[config.mk]
export PLATFORM = sky130hd
export DESIGN_NAME = keyboard_stack_console_port_unit
export DESIGN_NICKNAME = d
export VERILOG_FILES = /design/src/kbs_pkg.sv /design/src/kbs_key_stack.sv /design/src/keyboard_stack_console_port_unit.sv
export VERILOG_INCLUDE_DIRS = /design/src /design/src/src
export SDC_FILE = /design/constraint.sdc
export NUM_CORES = 1
export LEC_CHECK = 0
export BUFFER_PORTS_ARGS = -buffer_cell sky130_fd_sc_hd__buf_2
export CAP_MARGIN = 30
export CORE_MARGIN = 2
export CORE_UTILIZATION = 55
export CTS_CLUSTER_SIZE = 16
export DETAILED_ROUTE_END_ITERATION = 16
export PLACE_DENSITY_LB_ADDON = 0.1
export SYNTH_ARGS = -nofsm -noshare
export SYNTH_HDL_FRONTEND = slang
export SYNTH_SLANG_ARGS = --single-unit
[constraint.sdc]
create_clock -name clk_i -period 8 [get_ports clk_i]
set_input_delay 0.8 -clock clk_i [delete_from_list [all_inputs] [get_ports clk_i]]
set_output_delay 0.8 -clock clk_i [all_outputs]
set_load 0.1 [all_outputs]
[src/assert_macros.svh]
// Assertion helpers shared by the RTL files.
// Every check samples on the rising edge of clk_i and is held off while rst_ni is low.
`ifndef ASSERT_MACROS_SVH
`define ASSERT_MACROS_SVH

// Check that a property holds.
`define KBS_ASSERT(lbl, prop, msg) \
  lbl: assert property (@(posedge clk_i) disable iff (!rst_ni) prop) else $error(msg);

// Check that a condition never occurs.
`define KBS_NEVER(lbl, cond, msg) \
  `KBS_ASSERT(lbl, !(cond), msg)

`endif

[src/kbs_pkg.sv]
`default_nettype none

package kbs_pkg;

  typedef enum logic [1:0] {
    CMD_PUSH  = 2'd0,
    CMD_READ  = 2'd1,
    CMD_WRITE = 2'd2
  } cmd_e;

  localparam logic REG_STATUS = 1'b0;
  localparam logic REG_DATA   = 1'b1;

  localparam logic KIND_READ = 1'b0;
  localparam logic KIND_CHAR = 1'b1;

  typedef struct packed {
    logic [1:0]  command;
    logic [7:0]  key_code;
    logic        reg_select;
    logic [15:0] write_data;
  } in_t;

  typedef struct packed {
    logic        result_kind;
    logic [15:0] result_value;
    logic        is_last;
  } out_t;

  typedef struct packed {
    logic       push;
    logic       pop;
    logic [7:0] key;
  } stack_req_t;

  typedef struct packed {
    logic [7:0] hi;
    logic [7:0] lo;
    logic       any;
    logic       many;
  } stack_rsp_t;

endpackage

`default_nettype wire

[src/kbs_key_stack.sv]
`default_nettype none

module kbs_key_stack
  import kbs_pkg::*;
#(
  parameter int unsigned KEY_DEPTH = 16
) (
  input  logic       clk_i,
  input  logic       rst_ni,
  input  stack_req_t req_i,
  output stack_rsp_t rsp_o
);

  `include "assert_macros.svh"

  localparam int unsigned AW = (KEY_DEPTH > 1) ? $clog2(KEY_DEPTH) : 1;
  localparam int unsigned CW = $clog2(KEY_DEPTH + 1);
  localparam logic [CW-1:0] DepthC = CW'(KEY_DEPTH);
  localparam logic [CW-1:0] OneC   = CW'(1);
  localparam logic [CW-1:0] TwoC   = CW'(2);

  logic [7:0]    mem [KEY_DEPTH];
  logic [7:0]    hi_q, lo_q;
  logic [CW-1:0] count_q, count_d;
  logic [CW-1:0] count_m1, count_m2;
  logic          full;
  logic          many;

  assign full     = (count_q == DepthC);
  assign many     = (count_q >= TwoC);
  assign count_m1 = count_q - OneC;
  assign count_m2 = count_q - TwoC;

  always_comb begin
    count_d = count_q;
    if (req_i.push && !full) begin
      count_d = count_q + OneC;
    end else if (req_i.pop) begin
      count_d = many ? count_m2 : '0;
    end
  end

  always_ff @(posedge clk_i or negedge rst_ni) begin
    if (!rst_ni) begin
      count_q <= '0;
    end else begin
      count_q <= count_d;
    end
  end

  // Push writes at the slot just above the top; drop when full.
  always_ff @(posedge clk_i) begin
    if (req_i.push && !full) begin
      mem[count_q[AW-1:0]] <= req_i.key;
    end
  end

  // Top two entries, registered; only used when the count says they exist.
  always_ff @(posedge clk_i) begin
    if (req_i.pop) begin
      hi_q <= mem[count_m1[AW-1:0]];
      lo_q <= mem[count_m2[AW-1:0]];
    end
  end

  assign rsp_o.hi   = hi_q;
  assign rsp_o.lo   = lo_q;
  assign rsp_o.any  = (count_q != '0);
  assign rsp_o.many = many;

  `KBS_NEVER(a_count_range, count_q > DepthC, "key count beyond store depth")
  `KBS_ASSERT(a_pop_two, req_i.pop && !req_i.push && many |=> count_q == $past(count_m2),
              "double pop did not remove two keys")
  `KBS_ASSERT(a_full_drop, req_i.push && full |=> count_q == DepthC,
              "push into full store changed the count")

endmodule

`default_nettype wire

[src/keyboard_stack_console_port_unit.sv]
// Keystroke stack and console port.
// Input channel in_valid_i / in_ready_o carries one in_t transaction: push a
// keystroke, read register 0 (key waiting) or 1 (pop keys), or write a word
// whose two bytes go to the console, high byte first, zero bytes skipped.
// Output channel out_valid_o / out_ready_i carries out_t results; is_last marks
// the final result of a transaction. Pushes, unused commands and writes of
// two zero bytes give no result.
// A result passes the item register, then the output register, before it is
// offered. Reads and single-character writes are taken one per cycle while
// the receiver does not stall; a write with two nonzero bytes holds the item
// register until both characters have gone, as the output register carries
// one result per cycle. Key store state changes at the edge the transaction is
// accepted, so back-to-back pushes and pops see each other in order.
// Reset empties the key store (count cleared) and drops both registers.
// When the receiver stalls, the output register holds its result, the item
// register fills behind it and in_ready_o falls until the output drains.
`default_nettype none

module keyboard_stack_console_port_unit
  import kbs_pkg::*;
#(
  parameter int unsigned KEY_DEPTH = 16
) (
  input  logic clk_i,
  input  logic rst_ni,
  input  logic in_valid_i,
  output logic in_ready_o,
  input  in_t  in_data_i,
  output logic out_valid_o,
  input  logic out_ready_i,
  output out_t out_data_o
);

  `include "assert_macros.svh"

  stack_req_t req;
  stack_rsp_t rsp;

  kbs_key_stack #(
    .KEY_DEPTH(KEY_DEPTH)
  ) u_stack (
    .clk_i (clk_i),
    .rst_ni(rst_ni),
    .req_i (req),
    .rsp_o (rsp)
  );

  logic       accept;
  logic       has_result;
  logic       is_push, is_read, is_write;

  logic       a_valid_q, a_valid_d;
  logic       a_phase_q, a_phase_d;
  logic       a_write_q, a_sel_q, a_any_q, a_many_q;
  logic [7:0] a_hi_q, a_lo_q;
  logic       a_emit, a_last;
  out_t       a_result;

  logic       out_valid_q, out_valid_d;
  out_t       out_q;
  logic       out_free;
  logic [7:0] chr;

  always_comb begin
    is_push  = 1'b0;
    is_read  = 1'b0;
    is_write = 1'b0;
    unique case (in_data_i.command)
      CMD_PUSH:  is_push  = 1'b1;
      CMD_READ:  is_read  = 1'b1;
      CMD_WRITE: is_write = 1'b1;
      default:   ;
    endcase
  end

  assign has_result = is_read || (is_write && (in_data_i.write_data != 16'h0000));
  assign accept     = in_valid_i && in_ready_o;

  assign req.push = accept && is_push;
  assign req.pop  = accept && is_read && (in_data_i.reg_select == REG_DATA);
  assign req.key  = in_data_i.key_code;

  assign out_free = !out_valid_q || out_ready_i;
  assign a_emit   = a_valid_q && out_free;

  // Build the result the item register offers this cycle.
  always_comb begin
    chr = (!a_phase_q && (a_hi_q != 8'h00)) ? a_hi_q : a_lo_q;
    if (a_write_q) begin
      a_last                = a_phase_q || (a_hi_q == 8'h00) || (a_lo_q == 8'h00);
      a_result.result_kind  = KIND_CHAR;
      a_result.result_value = {8'h00, chr};
    end else begin
      a_last               = 1'b1;
      a_result.result_kind = KIND_READ;
      if (a_sel_q == REG_DATA) begin
        if (!a_any_q) begin
          a_result.result_value = 16'h0000;
        end else if (!a_many_q) begin
          a_result.result_value = {rsp.hi, 8'h00};
        end else begin
          a_result.result_value = {rsp.hi, rsp.lo};
        end
      end else begin
        a_result.result_value = {15'h0000, a_any_q};
      end
    end
    a_result.is_last = a_last;
  end

  assign in_ready_o = !a_valid_q || (a_emit && a_last);

  always_comb begin
    a_valid_d = a_valid_q;
    a_phase_d = a_phase_q;
    if (in_ready_o) begin
      a_valid_d = accept && has_result;
      a_phase_d = 1'b0;
    end else if (a_emit) begin
      // First of two characters gone: advance to the low byte.
      a_phase_d = 1'b1;
    end
  end

  always_comb begin
    out_valid_d = out_valid_q;
    if (a_emit) begin
      out_valid_d = 1'b1;
    end else if (out_ready_i) begin
      out_valid_d = 1'b0;
    end
  end

  always_ff @(posedge clk_i or negedge rst_ni) begin
    if (!rst_ni) begin
      a_valid_q   <= 1'b0;
      a_phase_q   <= 1'b0;
      out_valid_q <= 1'b0;
    end else begin
      a_valid_q   <= a_valid_d;
      a_phase_q   <= a_phase_d;
      out_valid_q <= out_valid_d;
    end
  end

  always_ff @(posedge clk_i) begin
    if (accept) begin
      a_write_q <= is_write;
      a_sel_q   <= in_data_i.reg_select;
      a_any_q   <= rsp.any;
      a_many_q  <= rsp.many;
      a_hi_q    <= in_data_i.write_data[15:8];
      a_lo_q    <= in_data_i.write_data[7:0];
    end
    if (a_emit) begin
      out_q <= a_result;
    end
  end

  assign out_valid_o = out_valid_q;
  assign out_data_o  = out_q;

  `KBS_ASSERT(a_phase_write, a_phase_q |-> a_valid_q && a_write_q,
              "second character phase outside a write")
  `KBS_ASSERT(a_early_char, out_valid_q && !out_q.is_last |-> out_q.result_kind == KIND_CHAR,
              "non-final result that is not a console character")
  `KBS_ASSERT(a_second_char, a_emit && !a_last |=> a_valid_q && a_phase_q,
              "write lost its second character")

endmodule

`default_nettype wire

==> reports/qor.csv <==
metric;value;unit
ys_warn_count;0;
r2r_start;u_stack.count_q[1];
nets;523;
avgViaCountPerCell;6.50;
grt_pass1_wl;26900;µm
cp_max_fo;39;
post_cts_resized;0;
syn_area;8500;µm²
endpoint;u_stack.mem[9][2];
avgSynthCellArea;19.9;µm²
initialDrtViolationCount;515;
switching_share;31.9;%
grt_overflow;0;
status;finished, final reports clean;
vias;4452;
startpoint;u_stack.count_q[1];
setup_violations;0;
die_h;128;µm
htree_num_levels;4;
fillers;1026;
tightest_slew;1.01;ns
ys_ff_latch;190;
clkLatencyLatePin;0.43;ns
slew_violations;0;
max_cap_violations;0;
post-cts-setup-buffer-count;0;
grt_max_degree;42;
ant_nets;0;
dp_hpwl;12100;µm
slowest_delay;0.82;ns
mostFrequentLayoutCells;edfxtp_1, mux4_2, buf_2;
grt_usage;23.3;%
finalSetupTns;0;ns
clkPwrFrac;23.7;%
cts_sinks;190;
p_sw;1.05;mW
drive_gt1_share;34.0;%
grt_pass1_vias;4518;
ys_top_cells_by_area;edfxtp_1, mux4_2, dfrtp_1;
cp_data_arrival_time;3.44;ns
fp.dieW;128;µm
syn_inst;428;
fin_skew;0.00950;ns
required;8.05;ns
gp_congestion;0.815;
slew_headroom;32.6;%
antenna_found_initial;0;
crit_slowest_cell;nor2_1;
p_per_area;349;nW/µm²
hold_viol_final;0;
r2r_end;u_stack.mem[9][2];
numCtsBuffers;17;
netlist.area_leader.share;64.3;%
intPower;2.25;mW
core-area;15100;µm²
p_leak;3.21;nW
reg2reg_setup_slack;4.61;ns
syn_nets;466;
max_freq;295;MHz
min_period_over_period;42.3;%
portBuffers;50;
layout_commonest_cell;edfxtp_1;
post-route-min-period;3.39;ns
hold_path_class;in2async;
num_rows;45;
drc;0;
area_delta_synth_final;11.6;%
cts_hold_buf;0;
drtPass1Iterations;5;
ctsLongestPathBuffers;2;
synth_edf_count;182;
antenna_cells;0;
critPathCaptureType;flop;
clk_pin_slew;0.06;ns
hold_ws;0.212;ns
routedWlPerCell;26.2;µm
cts_tree;yes;
path_cells;buf_4, inv_1, ha_2, a311oi_1, nand3_1, nor2_1;
comb_power_share;37.8;%
reg2reg_depth;6;
synth_ff_type;edfxtp_1;
postRouteWirelength;17900;µm
ys_seq_area_share;66.6;%
ios;51;
peakVddDrop;205;µV
async_flop_share;4.21;%
crit_type;reg2reg;
cp-start-kind;flop;
p_seq_share;38.4;%
dieArea;16500;µm²
final_core_utilization;62.6;%
synth.largest_area_cell;edfxtp_1;
cts_root_buffer;clkbuf_16;
synth_cell_type_count;43;
start_util;56.1;%
rsz0062_at_grt;false;
-- cell usage after synthesis (4+ instances only) --
library cell	instances
edfxtp_1	182
mux4_2	76
nand2_1	17
nor2_1	14
and2_1	12
clkbuf_1	10
a22o_1	8
dfrtp_1	8
inv_1	8
mux2_1	8
nor4_1	8
buf_2	7
ha_1	7
nor3_1	6
o21ai_1	5
a21oi_1	4
mux4_1	4
nand3_1	4
-- kinds of logic (layout without fill, tap and decap cells) --
logic type / after synthesis / after routing / synth area share [%]
flip-flops: 190 / 190 / 66.6
multiplexers: 89 / 89 / 22.5
AND/OR/NAND/NOR: 73 / 73 / 4.37
AO/OA/AOI/OAI: 33 / 33 / 2.88
buffers and inverters: 33 / 102 / 1.96
adder cells (fa/ha/maj): 7 / 7 / 1.03
XOR/XNOR: 3 / 3 / 0.574
-- worst max-delay path: cells and delay by family, from the launching register on --
| kind | cells | cell delay [ns] |
|---|---|---|
| compound gates | 1 | 0.63 |
| fa+ha+maj | 1 | 0.26 |
| buf+inv | 2 | 0.68 |
| flops | 1 | 0.33 |
| simple gates | 2 | 1.09 |
-- final cells by class --
| class | count | area, µm² | area share [%] |
|---|---|---|---|
| timing repair buffer | 62 | 338 | 3.56 |
| clock buffer | 20 | 437 | 4.60 |
| tap | 188 | 235 | 2.48 |
| clock inverter | 11 | 100 | 1.06 |
| sequential | 190 | 5670 | 59.8 |
| inverter | 9 | 33.8 | 0.356 |
| multi-input combinational | 205 | 2670 | 28.2 |
-- metrics by stage --
stage | instance area [µm²] | total power, mW | cells | setup WS (ns)
after CTS | 9470 | 3.33 | 682 | 4.53
after floorplan | 8500 | 2.25 | 428 | 4.71
after detailed placement | 8930 | 2.55 | 651 | 4.52
after global routing | 9490 | 3.43 | 685 | 4.41
after global placement | 8900 | 2.52 | 647 | 4.26
final | 9490 | 3.31 | 685 | 4.61
-- power groups by stage --
stage               Sequential, mW  Clock, mW  Combinational, mW
CTS                           1.27      0.795               1.26
finish                        1.27      0.785               1.25
global placement              1.29          0               1.23
detailed placement            1.29          0               1.26
floorplan                     1.34          0              0.911
global route                  1.28      0.827               1.32
-- how the worst min path moves through the flow --
| stage | to | start | slack (ns) | cells past startpoint |
|---|---|---|---|---|
| 3_5_place_dp | out_data_o[13] | u_stack.hi_q[4] | 0.51 | 1 |
| 5_1_grt | out_valid_o | rst_ni | 0.22 | 1 |
| 2_1_floorplan | u_stack.count_q[4] | u_stack.count_q[4] | 0.49 | 1 |
| 3_3_place_gp | out_data_o[16] | u_stack.hi_q[7] | 0.51 | 1 |
| 4_1_cts | a_valid_q | rst_ni | 0.21 | 1 |
| 6_report | a_valid_q | rst_ni | 0.21 | 1 |
-- state kept, by name (all words and copies together) (netlist names) --
signal	count
out_data_o	18
u_stack.mem	128
a_hi_q	8
a_lo_q	8
u_stack.hi_q	8
a_many_q	1
a_any_q	1
a_phase_q	1
a_sel_q	1
a_write_q	1
u_stack.count_q	5
a_valid_q	1
u_stack.lo_q	8
out_valid_o	1
-- routing by layer --
metal	GRT usage, %	share of wire [%]	routed length, µm
met5	0	0	0
met4	10.4	3.0	531
met3	4.62	6.8	1220
met2	36.7	48	8660
met1	32.3	42	7520
Power figures use the tool's default switching activity.
